### config.mk
export PLATFORM = sky130hd
export DESIGN_NAME = fvn_div
export DESIGN_NICKNAME = d
export VERILOG_FILES = /design/src/rtl/assert_macros.svh /design/src/rtl/fvn_pkg.sv /design/src/rtl/fvn_div.sv
export SDC_FILE = /design/constraint.sdc
export NUM_CORES = 1
export LEC_CHECK = 0
export BUFFER_PORTS_ARGS = -buffer_cell sky130_fd_sc_hd__buf_2
export CAP_MARGIN = 20
export CORE_MARGIN = 4
export CORE_UTILIZATION = 30
export DETAILED_ROUTE_END_ITERATION = 6
export PLACE_DENSITY = 0.49
export SLEW_MARGIN = 20
export SYNTH_ARGS = -nofsm -noshare
export SYNTH_HDL_FRONTEND = slang
export SYNTH_SLANG_ARGS = --single-unit
### constraint.sdc
create_clock -name clk_i -period 9.7 [get_ports clk_i]
set_input_delay 0.97 -clock clk_i [delete_from_list [all_inputs] [get_ports clk_i]]
set_output_delay 0.97 -clock clk_i [all_outputs]
set_load 0.03 [all_outputs]
### src/rtl/assert_macros.svh
// Assertion macros for the fractal value noise RTL
`ifndef ASSERT_MACROS_SVH
`define ASSERT_MACROS_SVH

// Check a property on every clock edge outside reset
`define FVN_ASSERT(lbl, prop) \
  lbl: assert property (@(posedge clk_i) disable iff (!rst_ni) (prop)) \
    else $error("fvn assertion failed");

// Check that cons holds in the cycle after ante
`define FVN_ASSERT_NEXT(lbl, ante, cons) \
  lbl: assert property (@(posedge clk_i) disable iff (!rst_ni) (ante) |=> (cons)) \
    else $error("fvn assertion failed");

`endif

### src/rtl/fvn_pkg.sv
// Constants, types and the blend function of the fractal value noise block
package fvn_pkg;

  localparam int FRAC_BITS       = 16;
  localparam int MAX_OCTAVES_DEF = 8;
  localparam int COORD_W         = 32;
  localparam int NOISE_W         = 32;
  localparam int OCT_CNT_W       = 4;
  localparam logic [OCT_CNT_W-1:0] OCT_CNT_RST = 4'd4;

  localparam logic [31:0] KEY_MUL_Y  = 32'd57;
  localparam logic [31:0] KEY_MUL_Z  = 32'd113;
  localparam logic [31:0] HASH_MUL   = 32'd15731;
  localparam logic [31:0] HASH_ADD_A = 32'd789221;
  localparam logic [31:0] HASH_ADD_B = 32'd1376312589;
  localparam logic signed [31:0] LEVEL_ONE = 32'sd1073741824;

  localparam int DIV_SPS = 4;

  typedef logic [31:0] corner_off_t [8];
  localparam corner_off_t CORNER_OFF = '{32'd0, 32'd1, 32'd57, 32'd58,
                                         32'd113, 32'd114, 32'd170, 32'd171};

  function automatic logic signed [31:0] blend(input logic signed [31:0] a,
                                               input logic signed [31:0] b,
                                               input logic [FRAC_BITS-1:0] t);
    logic signed [32:0]            diff;
    logic signed [33+FRAC_BITS:0]  prod;
    logic signed [33+FRAC_BITS:0]  shr;
    diff = 33'(b) - 33'(a);
    prod = diff * $signed({1'b0, t});
    shr  = prod >>> FRAC_BITS;
    return a + shr[31:0];
  endfunction

endpackage

### src/rtl/fvn_div.sv
// Pipelined restoring divider, DIV_SPS quotient bits per stage
module fvn_div #(
  parameter int W  = 40,
  parameter int DW = 8
) (
  input  logic          clk_i,
  input  logic [W-1:0]  mag_i,
  input  logic [DW-1:0] den_i,
  output logic [W-1:0]  quo_o
);
  import fvn_pkg::*;

  localparam int DS = (W + DIV_SPS - 1) / DIV_SPS;
  localparam int RW = DW + 1;

  logic [RW-1:0] r_q [0:DS];
  logic [W-1:0]  w_q [0:DS];
  logic [DW-1:0] d_q [0:DS];

  assign r_q[0] = '0;
  assign w_q[0] = mag_i;
  assign d_q[0] = den_i;

  for (genvar s = 1; s <= DS; s++) begin : g_stage
    logic [RW-1:0] r_d;
    logic [W-1:0]  w_d;
    always_comb begin
      r_d = r_q[s-1];
      w_d = w_q[s-1];
      for (int t = 0; t < DIV_SPS; t++) begin
        if ((s - 1) * DIV_SPS + t < W) begin
          r_d = {r_d[RW-2:0], w_d[W-1]};
          w_d = w_d << 1;
          if (r_d >= {1'b0, d_q[s-1]}) begin
            r_d    = r_d - {1'b0, d_q[s-1]};
            w_d[0] = 1'b1;
          end
        end
      end
    end
    always_ff @(posedge clk_i) begin
      r_q[s] <= r_d;
      w_q[s] <= w_d;
      d_q[s] <= d_q[s-1];
    end
  end

  assign quo_o = w_q[DS];

endmodule
* Word level (Yosys, flattened, before mapping)
Cells that the tools add are included.
** Word-level totals
- Flip-flop bits (word level) :: 544
- Input port bits :: 49
- Output and inout port bits :: 40
** Cells by class
- $add $sub $neg :: 39
- Magnitude comparators :: 40
- Multiplexer cells :: 79
** Operators by type and width (count)
- $ge A9 B8 Y1 :: 39
- $mux W8 :: 39
- $sub A8 B8 Y8 :: 38
- $mux W1 :: 40
- $ge A1 B8 Y1 :: 1
- $sub A1 B8 Y8 :: 1

* Depth between registers and ports, before layout
Gate-level depths: netlist of run 1.
- Word-level depth :: 8
- Mapped depth :: 42

* Worst setup path before layout of run 1
OpenSTA, ideal clock, no wires.
- Path type :: register to register
- From :: reg d_q[73] in the netlist's numbering
- To :: reg r_q[76] in the netlist's numbering
- Library setup time :: 0.137 ns
- Data arrival time :: 8.000 ns
- Path slack :: 1.563 ns
- Stages on the path, launching flop included :: 40
- Path buffers :: 3
- Clock period less this slack :: 8.137 ns
- Cell sequence :: dfxtp_1 -> inv_1 -> ha_1 -> nor2b_1 -> o31a_1 -> o21a_1 -> o32ai_1 -> clkbuf_1 -> nor2_1 -> a21oi_1 -> inv_1 -> ha_1 -> nand2b_1 -> a21oi_1 -> o31a_1 -> o32ai_1 -> and2_1 -> clkbuf_1 -> (+4 left out) -> o31a_1 -> o31a_1 -> nor4_1 -> o21bai_1 -> a211oi_2 -> clkbuf_1 -> nand2_1 -> o21ai_0 -> ha_1 -> nor2b_1 -> o21ai_0 -> a21oi_1 -> o41ai_1 -> a21oi_1 -> inv_1 -> nand3_1 -> nand2_1 -> o221ai_1
** Between the ends
- Word-level cells in the longest chain between the ends :: 8
** RTL lines
- from (decl) :: RTL line fvn_div.sv:18 : logic [DW-1:0] d_q [0:DS];
- from (signal, indexed assignment) :: RTL line fvn_div.sv:44 : d_q[s] <= d_q[s-1];
- $sub A8 B8 Y8 / $ge A9 B8 Y1 (equally long branches) :: RTL line fvn_div.sv:35, fvn_div.sv:34
- $mux W8 :: RTL line fvn_div.sv:34 : if (r_d >= {1'b0, d_q[s-1]}) begin
- $sub A8 B8 Y8 / $ge A9 B8 Y1 (equally long branches) :: RTL line fvn_div.sv:35, fvn_div.sv:34
- $mux W8 :: RTL line fvn_div.sv:34
- $sub A8 B8 Y8 / $ge A9 B8 Y1 (equally long branches) :: RTL line fvn_div.sv:35, fvn_div.sv:34
- $mux W8 :: RTL line fvn_div.sv:34
- $sub A8 B8 Y8 / $ge A9 B8 Y1 (equally long branches) :: RTL line fvn_div.sv:35, fvn_div.sv:34
- $mux W8 (*) :: RTL line fvn_div.sv:34
- net g_stage[2].r_d[4] :: RTL line fvn_div.sv:25 : logic [RW-1:0] r_d;
- to (signal, indexed assignment) :: RTL line fvn_div.sv:42 : r_q[s] <= r_d;
- to (decl) :: RTL line fvn_div.sv:16 : logic [RW-1:0] r_q [0:DS];
The timed path passes the listed nets; every way through them passes the cells marked *.

* Worst setup path after layout of run 1
- From :: reg d_q[41] in the netlist's numbering
- To :: reg r_q[40] in the netlist's numbering
** Between the ends
- Word-level cells in the longest chain between the ends :: 8
** RTL lines (RTL line)
- $sub A8 B8 Y8 / $ge A9 B8 Y1 (equally long branches) :: fvn_div.sv:35, fvn_div.sv:34
- $mux W8 :: fvn_div.sv:34
- $sub A8 B8 Y8 / $ge A9 B8 Y1 (equally long branches) :: fvn_div.sv:35, fvn_div.sv:34
- $mux W8 :: fvn_div.sv:34
- $sub A8 B8 Y8 / $ge A9 B8 Y1 (equally long branches) :: fvn_div.sv:35, fvn_div.sv:34
- $mux W8 :: fvn_div.sv:34
- $sub A8 B8 Y8 / $ge A9 B8 Y1 (equally long branches) :: fvn_div.sv:35, fvn_div.sv:34
- $mux W8 (*) :: fvn_div.sv:34
- net g_stage[6].r_d[4] :: fvn_div.sv:25
Marks and branches as above.

==> metrics.md, run 1 <==
| Metric | Value |
|---|---|
| Outcome | finished, final reports clean |
| Post-synthesis cell area | 27680 µm² |
| Slew @ Worst Pin | 0.9992 ns |
| Synth top area cells | sky130_fd_sc_hd__dfxtp_1, sky130_fd_sc_hd__ha_1, sky130_fd_sc_hd__xnor2_1, sky130_fd_sc_hd__inv_1, sky130_fd_sc_hd__a21oi_1 |
| Clock tree from TritonCTS | yes |
| Count of nets after finishing | 3350 |
| Syn_area_per_cell | 9.767 µm² |
| Final-report max-slew violation count | 0 |
| H-tree level count | 2 |
| RSZ-0062 raised after global routing | false |
| Remaining antenna violation count after routing | 0 |
| Die area | 97190 µm² |
| Area Overhead vs Synth | 13.96% |
| Number of enable-type register cells in the synthesized netlist | 0 |
| Source-to-sink clock delay at the later pin of the worst-skew pair | ~0.67 ns |
| Root buffer cell | sky130_fd_sc_hd__clkbuf_16 |
| Minimum clock period after layout | 8.924 ns |
| Starting DRT DRC Count | 1024 |
| Final Hold Vio Count | 0 |
| Average wire length per cell after detail routing | 15.03 µm |
| Post-synth top cells | sky130_fd_sc_hd__dfxtp_1, sky130_fd_sc_hd__ha_1, sky130_fd_sc_hd__inv_1 |
| Worst Path Required | 10.26 ns |
| Fraction of registers with async set or reset after synthesis | 0% |
| Total instance count after detailed placement | 4069 |
| Vertical extent of the die | 311.8 µm |
| Max-cap check violation count | 0 |
| PortBufs | between 80 and 90 |
| Post-synthesis sequential area ratio | 39.35% |
| Total Neg Setup Slack | 0 ns |
| Effective utilization at floorplan | 30.20% |
| Crit path max fanout | 14 |
| Clock buffer count from CTS | between 60 and 70 |
| Crit path DAT | 9.48 ns |
| Sum of overflow across all layers after global routing | 0 |
| Peak clock frequency supported by timing | 112.1 MHz |
| Final wirelength | approximately 63000 µm |
| GRT Util Overall | 12.80% |
| Fill cell instance count of the final layout | 9367 |
| Clock skew after layout | 0.05046 ns |
| Layout cell share with drive strength beyond 1 | 12.20% |
| Slew margin rel. | 32.94% |
| Antenna diode instance count | 0 |
| Area of the core | 91660 µm² |
| Tcrit/Tclk final | 92.00% |
| Setup crit end kind | register |
| CTS clk-pin slew, worst paths | approximately 0.07 ns |
| # rows | 111 |
| Clk sinks | between 500 and 600 |
| X dimension of the die | a little over 300 µm |
| HPWL after DPL | 48680 µm |
| Yosys reg bits | 544 |
| GPL Wtd Cong | around 0.84 |
| Primary FF master, synth | sky130_fd_sc_hd__dfxtp_1 |
| Synth unique cells | between 90 and 100 |
| CTS Buffer Depth | 3 |
| Top-count cell post-synth | sky130_fd_sc_hd__dfxtp_1 |
| Class of the most critical hold timing path | reg -> reg |
| Endpoints failing setup | 0 |
| Yosys top cell area share | 39.35% |
| Number of vias per cell | 4.664 |
| First-pass GRT wire length | 102000 µm |
| 1st-pass router iterations | 5 |
| Setup Crit Path Kind | reg -> reg |
| Number of nets in the synthesized netlist | around 3200 |
| Kind of start point of the critical path | register |
| Instance count of the mapped netlist | 2834 |
| Number of remaining DRC errors | 0 |
| Post-layout instance count excluding filler cells | 4186 |
| Total number of vias | 19530 |
| Number of hold buffers added after cts | 0 |
| Antenna violations before repair | 0 |
| Slowest-stage cell, CP | sky130_fd_sc_hd__dfxtp_1 |
| Warnings, synthesis | 0 |
| Pin count of the biggest net entering global routing | 19 |
| Via count of the first global-routing pass | 19370 |
| Yosys top cell by area | sky130_fd_sc_hd__dfxtp_1 |
| Slowest stage delay, CP | 0.50 ns |
| Boundary pin count | 89 |
## repair_timing
item                       in CTS  in global routing
buffers inserted                0                  3
resized for setup               0                 10
setup endpoints to repair       0                 33
## metrics by stage
step	cell area (µm²)	hold slack, ns	setup slack, ns	utilization (%)
2_1_floorplan	27680	0.3096	1.563	-
6_report	31540	0.3013	0.7758	34.41
4_1_cts	31500	0.2991	0.5066	34.36
3_5_place_dp	29390	0.3121	0.5764	32.06
5_1_grt	31540	0.3165	0.03275	34.41
3_3_place_gp	29390	0.3099	0.5394	32.06
## critical path, delay by kind of cell (launching register included)
kind	cells	cell delay, ns
AO/OA/AOI/OAI	16	3.56
AND/OR/NAND/NOR	10	2.12
adder cells (fa/ha/maj)	4	1.27
buffers and inverters	5	0.79
multiplexers	2	0.59
flip-flops	1	0.50
## path summary, 6_finish.rpt
path,to,from,depth (start not counted),slack (ns)
hold / removal,g_stage[7].w_d[34],g_stage[6].w_d[30],0,0.30
hold reg to reg,g_stage[7].w_d[34],g_stage[6].w_d[30],0,0.30
setup reg to reg,r_q[40],d_q[41],37,0.78
setup / recovery,r_q[40],d_q[41],37,0.78
## logic make-up after synthesis
family / synth area share, %
AOI/OAI and AO/OA: 15.90
and+or+nand+nor: 11.15
DFF: 39.35
adders and majority gates: 16.94
buffers and inverters: 5.212
xor gates and xnor gates: 5.569
muxes: 5.886
## cell usage in the layout (no fill, tap or decap), types with 45 or more instances in the layout
cell type                   netlist  final
sky130_fd_sc_hd__o21a_1          45     45
sky130_fd_sc_hd__dfxtp_1        544    544
sky130_fd_sc_hd__nor3_1          46     46
sky130_fd_sc_hd__buf_2            4     88
sky130_fd_sc_hd__a21oi_1        173    172
sky130_fd_sc_hd__mux2i_1         57     56
sky130_fd_sc_hd__a21o_1          61     61
sky130_fd_sc_hd__nand2_1        142    141
sky130_fd_sc_hd__mux2_2          73     73
sky130_fd_sc_hd__nor2_1         182    182
sky130_fd_sc_hd__o21ai_0        139    135
sky130_fd_sc_hd__xnor2_1        119    119
sky130_fd_sc_hd__ha_1           314    314
sky130_fd_sc_hd__clkbuf_16        0     61
sky130_fd_sc_hd__nor2b_1         59     59
sky130_fd_sc_hd__xor2_1          57     57
sky130_fd_sc_hd__inv_1          264    264
## sequential cells by signal, summed over array words and instances, names as in the netlist
signal,count
r_q,72
d_q,72
w_q,36
g_stage.w_d,324
quo_o,40
## area by class of cell
class | count | area [µm²] | area share (%)
inverter | 269 | 1010 | 3.201
clock inverter | 40 | 452.9 | 1.436
timing repair buffer | 120 | 680.7 | 2.158
sequential | 544 | 10890 | 34.53
tap | 1186 | 1484 | 4.704
multi-input combinational | 1953 | 15370 | 48.73
clock buffer | 74 | 1655 | 5.248
## routing by layer
layer / vias up / part of all wire, % / global-route usage (%)
met5: - / 0 / 0
met1: 8962 / 50 / 17.35
met3: 104 / 3.6 / 2.328
met2: 263 / 44 / 20.71
li1: 10200 / - / -
met4: 0 / 2.7 / 3.939
Power of run 1 is left out: the tool's default activity adds up to more than one toggle a clock period on the data nets, which glitch-free logic cannot reach.
==> inputs of run 2 (changes only) <==
CORE_MARGIN = 2   (was 4)
==> run 2 against run 1 <==
Compared with the run above:
- cell area rose by 0.24%
- via count fell by 0.20%
- core utilization rose by 0.13 points
- maximum frequency barely moved
- global-route usage rose by 0.39 points
- clock skew fell by 0.032 ns
- die area fell by 2.5%
- cell count barely moved
==> metrics.md, run 2 (same netlist as run 1, synthesis figures left out) <==
| Metric | Value |
|---|---|
| Outcome | finished, final reports clean |
| Root buffer cell | sky130_fd_sc_hd__clkbuf_16 |
| Clk sinks | between 500 and 600 |
| Number of vias per cell | 4.657 |
| Area used by sequential logic in the layout | 10890 µm² |
| RR Startpoint | d_q[49] |
| Fill cell instance count of the final layout | 9284 |
| Antenna diode instance count | 0 |
| Class of the most critical hold timing path | reg -> reg |
| Average wire length per cell after detail routing | 14.76 µm |
| Number of flip-flops under the largest register name | 324 |
| Crit path max fanout | 11 |
| Setup Buffers After CTS | 0 |
| Count of nets after finishing | ~3400 |
| Minimum clock period after layout | about 9 ns |
| Vertical extent of the die | ~310 µm |
| Area occupied by multi-input gates | 15360 µm² |
| Most common cell after layout, fill and taps aside | sky130_fd_sc_hd__dfxtp_1 |
| Source-to-sink clock delay at the later pin of the worst-skew pair | 0.62 ns |
| Setup slack, reg-to-reg | 0.78 ns |
| Number of cells on the worst hold path | 0 |
| Area Overhead vs Synth | 14.23% |
| Number of remaining DRC errors | 0 |
| Slew margin rel. | just under 30% |
| Final Hold Vio Count | 0 |
| Effective utilization at floorplan | 30.24% |
| Max-cap check violation count | 0 |
| Slowest-stage cell, CP | sky130_fd_sc_hd__dfxtp_1 |
| Setup crit end kind | register |
| H-tree level count | 3 |
| Peak clock frequency supported by timing | around 110 MHz |
| # rows | 111 |
| Setup Crit Path Kind | reg -> reg |
| X dimension of the die | 307.8 µm |
| GPL Wtd Cong | about 0.83 |
| RSZ-0062 raised after global routing | false |
| Tcrit/Tclk final | 91.94% |
| Top library cells by usage in the layout, fill and taps aside | sky130_fd_sc_hd__dfxtp_1, sky130_fd_sc_hd__ha_1, sky130_fd_sc_hd__inv_1 |
| Worst Path Required | 10.20 ns |
| Slew @ Worst Pin | ~1.1 ns |
| CTS Buffer Depth | 3 |
| HPWL after DPL | 48020 µm |
| Crit path DAT | 9.42 ns |
| Clock buffer count from CTS | 67 |
| 1st-pass router iterations | 5 |
| Pin count of the biggest net entering global routing | 16 |
| Antenna violations before repair | 0 |
| R2R Path End | r_q[48] |
| Kind of start point of the critical path | register |
| Starting DRT DRC Count | 1004 |
| End point of the most critical hold path | g_stage[6].w_d[33] |
| Via count of the first global-routing pass | 19320 |
| Clock skew after layout | about 0.018 ns |
| Slowest stage delay, CP | roughly 0.49 ns |
| Sum of overflow across all layers after global routing | 0 |
| Total number of vias | about 19000 |
| Layout cell share with drive strength beyond 1 | 12.01% |
| Total Neg Setup Slack | 0 ns |
| Area of the core | 91520 µm² |
| Boundary pin count | 89 |
| PortBufs | 88 |
| CTS clk-pin slew, worst paths | 0.06 ns |
| Worst Hold Launch | g_stage[5].w_d[29] |
| Endpoints failing setup | 0 |
| Clock tree from TritonCTS | yes |
| Final wirelength | 61750 µm |
| Worst reg-to-reg path cell count | 32 |
| First-pass GRT wire length | between 100000 and 150000 µm |
| Final-report max-slew violation count | 0 |
| GRT Util Overall | approximately an eighth |
| Remaining antenna violation count after routing | 0 |
| Die area | 94710 µm² |
-- run 2: layout make-up --
cell class              instances  share of cell area, %
clock buffers                  81                  5.758
clock inverters                35                  1.266
inverters                     269                  3.194
multi-input cells            1953                  48.59
flip-flops and latches        544                  34.44
well taps                    1186                  4.693
repair buffers                116                  2.058
-- run 2: stage by stage --
stage	hold slack, ns	cells	setup WS (ns)	cell area, µm²	util, %
after CTS	0.3151	4184	0.4664	31600	34.53
final	0.3156	4184	0.7818	31620	34.55
after floorplan	0.3096	2834	1.563	27680	-
after global placement	0.3098	4068	0.4423	29380	32.10
after global routing	0.3211	4184	0.002515	31620	34.55
after detailed placement	0.3121	4068	0.5411	29380	32.10
-- run 2: how the worst max path moves through the flow --
stage	start	to	slack [ns]	depth (start not counted)
after floorplan	d_q[73]	r_q[76]	1.56	39
after global placement	d_q[17]	r_q[12]	0.44	34
after detailed placement	d_q[17]	r_q[13]	0.54	35
after CTS	d_q[17]	r_q[13]	0.47	34
after global routing	d_q[49]	r_q[48]	0.003	34
final	d_q[49]	r_q[48]	0.78	32
-- run 2: timing repair --
item                                   4_1_cts  5_1_grt
hold buffers                                 0        0
resized for setup                            0        7
setup endpoints to repair                    0       24
endpoints found under the hold margin        0        0
-- run 2: routing by layer --
metal	vias to the layer above	GRT usage (%)	share of wire (%)	wire, µm
met4	0	4.209	2.4	1477
met3	94	2.429	3.7	2254
met5	-	0	0	0
met1	8863	17.52	49	30310
li1	10230	-	-	-
met2	298	21.54	45	27710
-- run 2: critical path: cells and delay by family (launching register included) --
family / cells / cell delay (ns)
AOI/OAI and AO/OA: 19 / 4.61
DFF: 1 / 0.49
adders and majority gates: 4 / 1.31
buffers and inverters: 2 / 0.33
muxes: 3 / 1.27
and+or+nand+nor: 4 / 0.77
Power of run 2 is left out for the same reason.
